==> src/hw/rtl/rc4_stream_cipher_defines.svh <==
// assertion macros shared by the rc4 rtl
// expects clk and rst_n in the scope where a macro is used
`ifndef RC4_STREAM_CIPHER_DEFINES_SVH
`define RC4_STREAM_CIPHER_DEFINES_SVH

// same-cycle implication
`define RC4_ASSERT_NOW(lbl, ante, cons, msg) \
  lbl: assert property (@(posedge clk) disable iff (!rst_n) (ante) |-> (cons)) \
    else $error(msg);

// next-cycle implication
`define RC4_ASSERT_NEXT(lbl, ante, cons, msg) \
  lbl: assert property (@(posedge clk) disable iff (!rst_n) (ante) |=> (cons)) \
    else $error(msg);

`endif

==> src/hw/rtl/rc4_pkg.sv <==
// rc4 package: byte widths, s-box geometry, channel mode codes and controller states
// no dependencies
package rc4_pkg;

  localparam int BYTE_W     = 8;
  localparam int SBOX_DEPTH = 256;
  localparam int SBOX_AW    = 8;

  localparam logic [SBOX_AW-1:0] SBOX_LAST = SBOX_AW'(SBOX_DEPTH - 1);

  localparam logic MODE_KEY  = 1'b0;
  localparam logic MODE_DATA = 1'b1;

  typedef logic [BYTE_W-1:0]  byte_t;
  typedef logic [SBOX_AW-1:0] sbox_addr_t;

  typedef enum logic [3:0] {
    ST_IDLE,
    ST_FILL,
    ST_KS_RD,
    ST_KS_SUM,
    ST_KS_WRN,
    ST_KS_WRJ,
    ST_DT_RDJ,
    ST_DT_WRI,
    ST_DT_WRJ,
    ST_DT_KS,
    ST_EMIT
  } rc4_state_t;

endpackage

==> src/hw/rtl/rc4_if.sv <==
// rc4 channel interfaces: input beat (mode, byte, last) and result beat
// depends on rc4_pkg for the byte width
interface rc4_in_if;
  logic                      valid;
  logic                      ready;
  logic                      mode;
  logic [rc4_pkg::BYTE_W-1:0] byte_value;
  logic                      last;

  modport source (output valid, output mode, output byte_value, output last, input ready);
  modport sink   (input valid, input mode, input byte_value, input last, output ready);
endinterface

interface rc4_out_if;
  logic                      valid;
  logic                      ready;
  logic [rc4_pkg::BYTE_W-1:0] data_out;
  logic                      last_out;
  logic                      not_keyed;

  modport source (output valid, output data_out, output last_out, output not_keyed,
                  input ready);
  modport sink   (input valid, input data_out, input last_out, input not_keyed,
                  output ready);
endinterface

==> src/hw/rtl/rc4_stream_cipher.sv <==
// rc4 stream cipher top level: controller, key store ram and s-box ram
// depends on rc4_pkg, rc4_if, rc4_ram and rc4_stream_cipher_defines.svh
//
// usage
//   in_ch  : valid/ready beats of {mode, byte_value, last}. mode key stores a key
//            byte (bytes past KEY_BYTES_MAX are dropped); a key beat with last set
//            runs the key schedule. mode data encrypts/decrypts one byte.
//   out_ch : one beat per data byte {data_out, last_out, not_keyed}; key beats
//            give no result. Before any schedule data passes unchanged with
//            not_keyed set.
//   timing : a key beat that is not last only stores its byte. The last key beat
//            runs an identity fill of the s-box, then one round per entry in the
//            states ks_rd, ks_sum, ks_wrn and ks_wrj, set by the single read and
//            single write port of the s-box ram. A keyed data beat passes dt_rdj,
//            dt_wri, dt_wrj, dt_ks and emit on its way to the output register; an
//            unkeyed one goes straight to emit. A new beat is taken only in idle.
//   stall  : the output register holds its beat until taken; the block keeps
//            working and may accept the next input beat meanwhile, and waits
//            only when a new result is ready and the register is still full.
//   reset  : clears the key count, i, j, the keyed flag and the output valid;
//            ram contents are left as they are and are not needed before written.
`include "rc4_stream_cipher_defines.svh"

module rc4_stream_cipher #(
  parameter int KEY_BYTES_MAX = 256
) (
  input  logic       clk,
  input  logic       rst_n,
  rc4_in_if.sink     in_ch,
  rc4_out_if.source  out_ch
);

  import rc4_pkg::*;

  localparam int KAW = (KEY_BYTES_MAX > 1) ? $clog2(KEY_BYTES_MAX) : 1;
  localparam int KCW = $clog2(KEY_BYTES_MAX + 1);

  rc4_state_t state_r, state_nxt;

  logic [KCW-1:0] key_count_r, key_count_nxt;
  logic [KCW-1:0] len_r, len_nxt;
  logic [KAW-1:0] kidx_r, kidx_nxt;
  sbox_addr_t     n_r, n_nxt;
  sbox_addr_t     i_r, i_nxt;
  sbox_addr_t     j_r, j_nxt;
  byte_t          si_r, si_nxt;
  byte_t          sj_r, sj_nxt;
  logic           fwd_r, fwd_nxt;
  logic           keyed_r, keyed_nxt;
  byte_t          data_r, data_nxt;
  logic           last_r, last_nxt;
  logic           nk_r, nk_nxt;
  logic           out_valid_r, out_valid_nxt;
  byte_t          out_data_r, out_data_nxt;
  logic           out_last_r, out_last_nxt;
  logic           out_nk_r, out_nk_nxt;

  logic           s_we;
  sbox_addr_t     s_waddr;
  byte_t          s_wdata;
  sbox_addr_t     s_raddr;
  byte_t          s_rdata;
  logic           k_we;
  logic [KAW-1:0] k_waddr;
  byte_t          k_rdata;

  logic           in_acc;
  logic           out_free;
  logic [KCW-1:0] count_inc;
  logic [KCW-1:0] count_after;
  logic [KCW-1:0] kidx_inc;
  sbox_addr_t     ks_sum;
  sbox_addr_t     dt_j;
  sbox_addr_t     dt_t;

  assign in_ch.ready      = (state_r == ST_IDLE);
  assign in_acc           = in_ch.valid && in_ch.ready;
  assign out_free         = !out_valid_r || out_ch.ready;
  assign out_ch.valid     = out_valid_r;
  assign out_ch.data_out  = out_data_r;
  assign out_ch.last_out  = out_last_r;
  assign out_ch.not_keyed = out_nk_r;

  assign count_inc   = key_count_r + KCW'(1);
  assign count_after = (key_count_r < KCW'(KEY_BYTES_MAX)) ? count_inc : key_count_r;
  assign kidx_inc    = KCW'(kidx_r) + KCW'(1);
  assign ks_sum      = j_r + s_rdata + k_rdata;
  assign dt_j        = j_r + s_rdata;
  assign dt_t        = si_r + sj_r;

  assign k_we    = in_acc && (in_ch.mode == MODE_KEY) &&
                   (key_count_r < KCW'(KEY_BYTES_MAX));
  assign k_waddr = key_count_r[KAW-1:0];

  rc4_ram #(
    .WIDTH (BYTE_W),
    .DEPTH (SBOX_DEPTH)
  ) u_sbox_ram (
    .clk   (clk),
    .we    (s_we),
    .waddr (s_waddr),
    .wdata (s_wdata),
    .raddr (s_raddr),
    .rdata (s_rdata)
  );

  rc4_ram #(
    .WIDTH (BYTE_W),
    .DEPTH (KEY_BYTES_MAX)
  ) u_key_ram (
    .clk   (clk),
    .we    (k_we),
    .waddr (k_waddr),
    .wdata (in_ch.byte_value),
    .raddr (kidx_r),
    .rdata (k_rdata)
  );

  // next state
  always_comb begin
    state_nxt = state_r;
    unique case (state_r)
      ST_IDLE: begin
        if (in_acc) begin
          if (in_ch.mode == MODE_KEY) begin
            state_nxt = in_ch.last ? ST_FILL : ST_IDLE;
          end else begin
            state_nxt = keyed_r ? ST_DT_RDJ : ST_EMIT;
          end
        end
      end
      ST_FILL: begin
        if (n_r == SBOX_LAST) begin
          state_nxt = ST_KS_RD;
        end
      end
      ST_KS_RD:  state_nxt = ST_KS_SUM;
      ST_KS_SUM: state_nxt = ST_KS_WRN;
      ST_KS_WRN: state_nxt = ST_KS_WRJ;
      ST_KS_WRJ: state_nxt = (n_r == SBOX_LAST) ? ST_IDLE : ST_KS_RD;
      ST_DT_RDJ: state_nxt = ST_DT_WRI;
      ST_DT_WRI: state_nxt = ST_DT_WRJ;
      ST_DT_WRJ: state_nxt = ST_DT_KS;
      ST_DT_KS:  state_nxt = ST_EMIT;
      ST_EMIT: begin
        if (out_free) begin
          state_nxt = ST_IDLE;
        end
      end
      default:   state_nxt = ST_IDLE;
    endcase
  end

  // datapath and ram controls
  always_comb begin
    key_count_nxt = key_count_r;
    len_nxt       = len_r;
    kidx_nxt      = kidx_r;
    n_nxt         = n_r;
    i_nxt         = i_r;
    j_nxt         = j_r;
    si_nxt        = si_r;
    sj_nxt        = sj_r;
    fwd_nxt       = fwd_r;
    keyed_nxt     = keyed_r;
    data_nxt      = data_r;
    last_nxt      = last_r;
    nk_nxt        = nk_r;
    out_valid_nxt = out_valid_r && !out_ch.ready;
    out_data_nxt  = out_data_r;
    out_last_nxt  = out_last_r;
    out_nk_nxt    = out_nk_r;
    s_we          = 1'b0;
    s_waddr       = n_r;
    s_wdata       = n_r;
    s_raddr       = i_r + sbox_addr_t'(1);

    unique case (state_r)
      ST_IDLE: begin
        if (in_acc) begin
          data_nxt = in_ch.byte_value;
          last_nxt = in_ch.last;
          if (in_ch.mode == MODE_KEY) begin
            key_count_nxt = count_after;
            if (in_ch.last) begin
              len_nxt  = count_after;
              n_nxt    = '0;
              kidx_nxt = '0;
              j_nxt    = '0;
            end
          end else begin
            nk_nxt = !keyed_r;
            if (keyed_r) begin
              i_nxt = i_r + sbox_addr_t'(1);
            end
          end
        end
      end
      ST_FILL: begin
        s_we    = 1'b1;
        s_waddr = n_r;
        s_wdata = n_r;
        n_nxt   = n_r + sbox_addr_t'(1);
      end
      ST_KS_RD: begin
        s_raddr = n_r;
      end
      ST_KS_SUM: begin
        si_nxt  = s_rdata;
        j_nxt   = ks_sum;
        s_raddr = ks_sum;
      end
      ST_KS_WRN: begin
        s_we    = 1'b1;
        s_waddr = n_r;
        s_wdata = s_rdata;
      end
      ST_KS_WRJ: begin
        s_we     = 1'b1;
        s_waddr  = j_r;
        s_wdata  = si_r;
        n_nxt    = n_r + sbox_addr_t'(1);
        kidx_nxt = (kidx_inc == len_r) ? '0 : kidx_inc[KAW-1:0];
        if (n_r == SBOX_LAST) begin
          i_nxt         = '0;
          j_nxt         = '0;
          keyed_nxt     = 1'b1;
          key_count_nxt = '0;
        end
      end
      ST_DT_RDJ: begin
        si_nxt  = s_rdata;
        j_nxt   = dt_j;
        s_raddr = dt_j;
      end
      ST_DT_WRI: begin
        s_we    = 1'b1;
        s_waddr = i_r;
        s_wdata = s_rdata;
        sj_nxt  = s_rdata;
      end
      ST_DT_WRJ: begin
        s_we    = 1'b1;
        s_waddr = j_r;
        s_wdata = si_r;
        s_raddr = dt_t;
        // s[j] is written this cycle, so its new value is taken from si_r
        fwd_nxt = (dt_t == j_r);
      end
      ST_DT_KS: begin
        data_nxt = data_r ^ (fwd_r ? si_r : s_rdata);
      end
      ST_EMIT: begin
        if (out_free) begin
          out_valid_nxt = 1'b1;
          out_data_nxt  = data_r;
          out_last_nxt  = last_r;
          out_nk_nxt    = nk_r;
        end
      end
      default: begin
        s_we = 1'b0;
      end
    endcase
  end

  always_ff @(posedge clk) begin
    if (!rst_n) begin
      state_r     <= ST_IDLE;
      key_count_r <= '0;
      i_r         <= '0;
      j_r         <= '0;
      keyed_r     <= 1'b0;
      out_valid_r <= 1'b0;
    end else begin
      state_r     <= state_nxt;
      key_count_r <= key_count_nxt;
      i_r         <= i_nxt;
      j_r         <= j_nxt;
      keyed_r     <= keyed_nxt;
      out_valid_r <= out_valid_nxt;
    end
  end

  always_ff @(posedge clk) begin
    len_r      <= len_nxt;
    kidx_r     <= kidx_nxt;
    n_r        <= n_nxt;
    si_r       <= si_nxt;
    sj_r       <= sj_nxt;
    fwd_r      <= fwd_nxt;
    data_r     <= data_nxt;
    last_r     <= last_nxt;
    nk_r       <= nk_nxt;
    out_data_r <= out_data_nxt;
    out_last_r <= out_last_nxt;
    out_nk_r   <= out_nk_nxt;
  end

  `RC4_ASSERT_NOW(a_key_count_max, 1'b1,
                  key_count_r <= KCW'(KEY_BYTES_MAX), "key count overflow")
  `RC4_ASSERT_NOW(a_data_needs_key, state_r == ST_DT_RDJ,
                  keyed_r, "keystream step while unkeyed")
  `RC4_ASSERT_NOW(a_kidx_in_key, state_r == ST_KS_RD,
                  KCW'(kidx_r) < len_r, "key index past key")
  `RC4_ASSERT_NEXT(a_sched_done, (state_r == ST_KS_WRJ) && (n_r == SBOX_LAST),
                   keyed_r && (i_r == '0) && (j_r == '0) && (key_count_r == '0) &&
                   (state_r == ST_IDLE), "schedule end state wrong")
  `RC4_ASSERT_NEXT(a_beat_from_emit, !out_valid_r,
                   !out_valid_r || $past(state_r == ST_EMIT), "result beat outside emit")

endmodule

==> src/hw/rtl/rc4_ram.sv <==
// generic single-write, single-read ram with registered read data
// read during write to the same address returns the old contents; no dependencies
module rc4_ram #(
  parameter int WIDTH = 8,
  parameter int DEPTH = 256
) (
  input  logic                     clk,
  input  logic                     we,
  input  logic [$clog2(DEPTH)-1:0] waddr,
  input  logic [WIDTH-1:0]         wdata,
  input  logic [$clog2(DEPTH)-1:0] raddr,
  output logic [WIDTH-1:0]         rdata
);

  logic [WIDTH-1:0] mem [DEPTH];
  logic [WIDTH-1:0] rdata_r;

  always_ff @(posedge clk) begin
    if (we) begin
      mem[waddr] <= wdata;
    end
    rdata_r <= mem[raddr];
  end

  assign rdata = rdata_r;

endmodule

==> src/flat_wrapper.sv <==
// flat-port wrapper written by rule: the top's interface ports become plain ports
module rc4_stream_cipher_flat import rc4_pkg::*;
#(
  parameter int KEY_BYTES_MAX = 256
)
  (clk, rst_n, in_ch_valid, in_ch_mode, in_ch_byte_value, in_ch_last, in_ch_ready, out_ch_valid, out_ch_data_out, out_ch_last_out, out_ch_not_keyed, out_ch_ready);
  rc4_in_if in_ch_i ();
  rc4_out_if out_ch_i ();
  input  logic clk;
  input  logic rst_n;
  input wire logic [$bits(in_ch_i.valid)-1:0] in_ch_valid;
  input wire logic [$bits(in_ch_i.mode)-1:0] in_ch_mode;
  input wire logic [$bits(in_ch_i.byte_value)-1:0] in_ch_byte_value;
  input wire logic [$bits(in_ch_i.last)-1:0] in_ch_last;
  output wire logic [$bits(in_ch_i.ready)-1:0] in_ch_ready;
  output wire logic [$bits(out_ch_i.valid)-1:0] out_ch_valid;
  output wire logic [$bits(out_ch_i.data_out)-1:0] out_ch_data_out;
  output wire logic [$bits(out_ch_i.last_out)-1:0] out_ch_last_out;
  output wire logic [$bits(out_ch_i.not_keyed)-1:0] out_ch_not_keyed;
  input wire logic [$bits(out_ch_i.ready)-1:0] out_ch_ready;
  assign in_ch_i.valid = in_ch_valid;
  assign in_ch_i.mode = in_ch_mode;
  assign in_ch_i.byte_value = in_ch_byte_value;
  assign in_ch_i.last = in_ch_last;
  assign in_ch_ready = in_ch_i.ready;
  assign out_ch_valid = out_ch_i.valid;
  assign out_ch_data_out = out_ch_i.data_out;
  assign out_ch_last_out = out_ch_i.last_out;
  assign out_ch_not_keyed = out_ch_i.not_keyed;
  assign out_ch_i.ready = out_ch_ready;
  rc4_stream_cipher #(.KEY_BYTES_MAX(KEY_BYTES_MAX)) u_core (.clk(clk), .rst_n(rst_n), .in_ch(in_ch_i), .out_ch(out_ch_i));
endmodule
==> config.mk <==
export PLATFORM = sky130hd
export DESIGN_NAME = rc4_stream_cipher_flat
export DESIGN_NICKNAME = d
export VERILOG_FILES = /design/src/hw/rtl/rc4_pkg.sv /design/src/hw/rtl/rc4_if.sv /design/src/hw/rtl/rc4_stream_cipher.sv /design/src/hw/rtl/rc4_ram.sv /design/src/flat_wrapper.sv
export VERILOG_INCLUDE_DIRS = /design/src /design/src/hw/rtl
export SDC_FILE = /design/constraint.sdc
export NUM_CORES = 2
export LEC_CHECK = 0
export BUFFER_PORTS_ARGS = -buffer_cell sky130_fd_sc_hd__buf_2
export CAP_MARGIN = 20
export CORE_ASPECT_RATIO = 1.25
export CORE_UTILIZATION = 50
export DETAILED_ROUTE_END_ITERATION = 12
export PLACE_DENSITY = 0.69
export SLEW_MARGIN = 20
export SYNTH_ARGS = -nofsm -noshare
export SYNTH_HDL_FRONTEND = slang
export SYNTH_HIERARCHICAL = 1
export SYNTH_SLANG_ARGS = --single-unit
==> constraint.sdc <==
create_clock -name clk -period 7.3 [get_ports clk]
set_input_delay 1.46 -clock clk [delete_from_list [all_inputs] [get_ports clk]]
set_output_delay 1.46 -clock clk [all_outputs]
set_load 0.03 [all_outputs]
==> results by group <==
STA
  – Final worst slack: 910 ps
  – Clk_skew: 56.8 ps
  – Fmax: 0.156 GHz
  – Slew HR: 0.144
  – Count of pins over their slew limit: 0
  – RSZ-0062 raised after global routing: no
  – Setup TNS: 0 ps
  – Worst Tran Pin Value: 1280 ps
  – Post-layout minimum cycle time: 6390 ps
  – Final hold violation count: 0
  – Final setup fails: 0
  – Final worst-path cycle share: 0.875

Clocking
  – Hold_buf cts: 0
  – Worst-path clk slew: 60 ps
  – Clock Tree Buf Depth: 4
  – Clk_lat worst skew: 960 ps
  – TritonCTS Buffers: 408
  – # H-tree levels: 5
  – CTS tree: done
  – CTS Sinks: 4,205
  – Root Buffer: clkbuf_16
  – # resized after CTS: 0
  – Postcts setup bufs: 0

Logic synthesis
  – Post-synth EDFFs: 4,158
  – Synth warn: 6
  – Seq cells post-synth: 4,205
  – Yosys cell types: 84
  – Async S/R FF share, synth: 0
  – Syn nets: 8,123
  – Most used DFF post-synth: edfxtp_1
  – Synth Cell Area: 165,000 sq um
  – Sequential share of the synthesized area: 0.763
  – Gate Count Post-Synth: 8,081
  – Avg Synthesized Cell Area: 20.4 sq um

GRT
  – Vias in the first global route: 82,700
  – Total global routing overflow: 0
  – First-pass GRT wire length: 583,000 um
  – Largest net degree at the start of global routing: 198
  – Initial antenna violation count: 7
  – Gr usage total: 0.241

Detailed routing
  – Number of antenna-violating nets in the routed design: 0
  – Per-cell routed wire length: 31.1 um
  – DRC: 0
  – Initial DRC count: 10,278
  – Initial DRT Pass Iterations: 7
  – Vias per cell: 6.36
  – Via count: 82,239
  – WL final: 402,000 um

Die
  – Die area: 332,000 sq um
  – Placeable Area: 328,000 sq um
  – DIE HEIGHT: 644 um
  – I/O pins: 26
  – DIE WIDTH: 516 um
  – FP Rows: 235
  – Starting Density: 0.503

Run
  – Max Cap Viol: 0

Placed design
  – Hpwl dp: 245,000 um
  – Setup WS pre-CTS: 1040 ps
  – GP Congestion: 0.914
  – Placed instance count: 12,186
  – I/O Buffers: 25

Critical path
  – Worst reg2reg path depth: 14
  – CP Capture Type: register
  – CP max FO: 55
  – CP Launch Type: register
  – Worst Path Class, Setup: reg -> reg
  – WP data required: 8140 ps
  – Crit path DAT: 7230 ps

Cells and area
  – Area growth, synth to finish: 10.9%
  – Non-filler cells, final: 12,940
  – Share of layout cells above drive strength 1: 0.210
  – Fillers: 24,071
  – Final net count: 8,257

Min path
  – Worst min path class: reg -> reg
  – Worst hold path depth: 0

Power and ir drop
  – Leakage power: 0.0566 uW
  – Pwr/cell area: 381 nW/um^2
  – Worst VDD drop: 0.557 mV

Status
  – Outcome: complete, no violations
-- final cells by class --
class	count	area (sq um)	area share
well taps	4384	5490	0.0300
multi-input cells	3361	36300	0.198
diodes	5	12.5	0.0000684
repair buffers	213	1970	0.0108
inverters	26	158	0.000862
clock buffers	506	10800	0.0592
flip-flops and latches	4205	126000	0.688
clock inverters	240	2400	0.0131
-- cells by family after synthesis --
kind of cell             after synthesis  share of synthesized area
buffers and inverters                515                     0.0187
AND/OR/NAND/NOR                     1154                     0.0321
flip-flops                          4205                      0.763
multiplexers                        1194                      0.142
XOR/XNOR                              63                    0.00335
AO/OA/AOI/OAI                        922                     0.0392
adder cells (fa/ha/maj)               28                    0.00226
-- power breakdown --
part           total, uW  leakage, uW  switching [uW]  internal, uW
Sequential         29400       0.0378             278         29200
Combinational      19300       0.0123           12300          6970
Clock              20900      0.00648            8860         12000
Total              69600       0.0566           21500         48200
-- state kept, by name, summed over array words and instances, names as in the netlist, 4 cells and up --
register,flops
u_core/u_key_ram/mem,2048
u_core/key_count_r,9
u_core/j_r,8
u_core/u_sbox_ram/mem,2048
u_core/len_r,9
u_core/si_r,8
u_core/kidx_r,8
u_core/u_sbox_ram/rdata,8
u_core/i_r,8
u_core/n_r,8
u_core/state_r,4
u_core/data_r,8
u_core/sj_r,8
u_core/u_key_ram/rdata,8
u_core/out_ch.data_out,8
-- Yosys cell counts, types with 57 or more instances --
library cell  instances  area share
a21oi_1             219      0.0066
a22oi_1             279       0.013
buf_2                65      0.0020
clkbuf_1            240      0.0055
edfxtp_1           4158        0.76
mux2i_1             277       0.017
mux4_2              908        0.12
nand2_1             147      0.0033
nand3_1              86      0.0026
nor2_1              600       0.014
nor2b_1              76      0.0029
nor3_1               58      0.0018
o21ai_0              59      0.0018
o221ai_1             92      0.0049
o22ai_1              57      0.0022
-- layout by cell type, fill, tap and decap left out, drive strengths merged, types with 25 or more instances in the layout --
| master | synthesis | final |
|---|---|---|
| o221ai | 94 | 94 |
| a221oi | 28 | 28 |
| a21oi | 220 | 220 |
| a211oi | 42 | 42 |
| nand4 | 31 | 31 |
| o22ai | 57 | 57 |
| buf | 248 | 205 |
| nor2b | 76 | 76 |
| xnor2 | 29 | 29 |
| clkinv | 4 | 177 |
| nand2 | 147 | 147 |
| xor2 | 34 | 34 |
| nor4 | 58 | 58 |
| edfxtp | 4158 | 4158 |
| mux2i | 277 | 277 |
| nor3 | 61 | 61 |
| o21ai | 65 | 65 |
| dfxtp | 47 | 47 |
| bufinv | 0 | 43 |
| nand3 | 87 | 87 |
| ha | 25 | 25 |
| a22oi | 279 | 279 |
| inv | 22 | 34 |
| mux4 | 912 | 912 |
| clkbuf | 241 | 514 |
| nor2 | 601 | 601 |
-- metal layers --
layer	global-route usage	wire length, um
met1	0.309	147000
met4	0.113	20900
met5	0	42
met3	0.0407	32800
met2	0.402	202000
-- worst max-delay path, stage by stage, from the launching register on --
cell and delay, ps:
dfxtp_1 710, clkinv_1 410, nand3_1 290, clkinv_1 290
a21oi_2 460, nor2_1 150, a21oi_4 670, buf_12 280
buf_12 380, mux4_2 590, mux4_2 530, nor2b_1 170
nor4_1 930, buf_4 260, nor4_1 60
-- worst paths after layout --
kind	startpoint	endpoint	slack (ps)
max	u_core/state_r[0]$_SDFFE_PN0P_	u_core/u_sbox_ram/rdata[1]$_DFF_P_	910
min	u_core/last_r$_DFFE_PP_	u_core/out_ch.last_out$_DFFE_PP_	420
max reg2reg	u_core/state_r[0]$_SDFFE_PN0P_	u_core/u_sbox_ram/rdata[1]$_DFF_P_	910
min reg2reg	u_core/last_r$_DFFE_PP_	u_core/out_ch.last_out$_DFFE_PP_	420
-- through the flow --
step | hold WS (ps) | total power [uW] | utilization | area, sq um
finish | 423 | 69600 | 0.558 | 183000
detailed placement | 405 | 49200 | 0.517 | 170000
floorplan | 400 | 43000 | - | 165000
CTS | 425 | 69900 | 0.557 | 183000
global route | 425 | 71700 | 0.558 | 183000
global placement | 410 | 48800 | 0.517 | 170000
No activity file was read; power rests on OpenSTA's default activity.
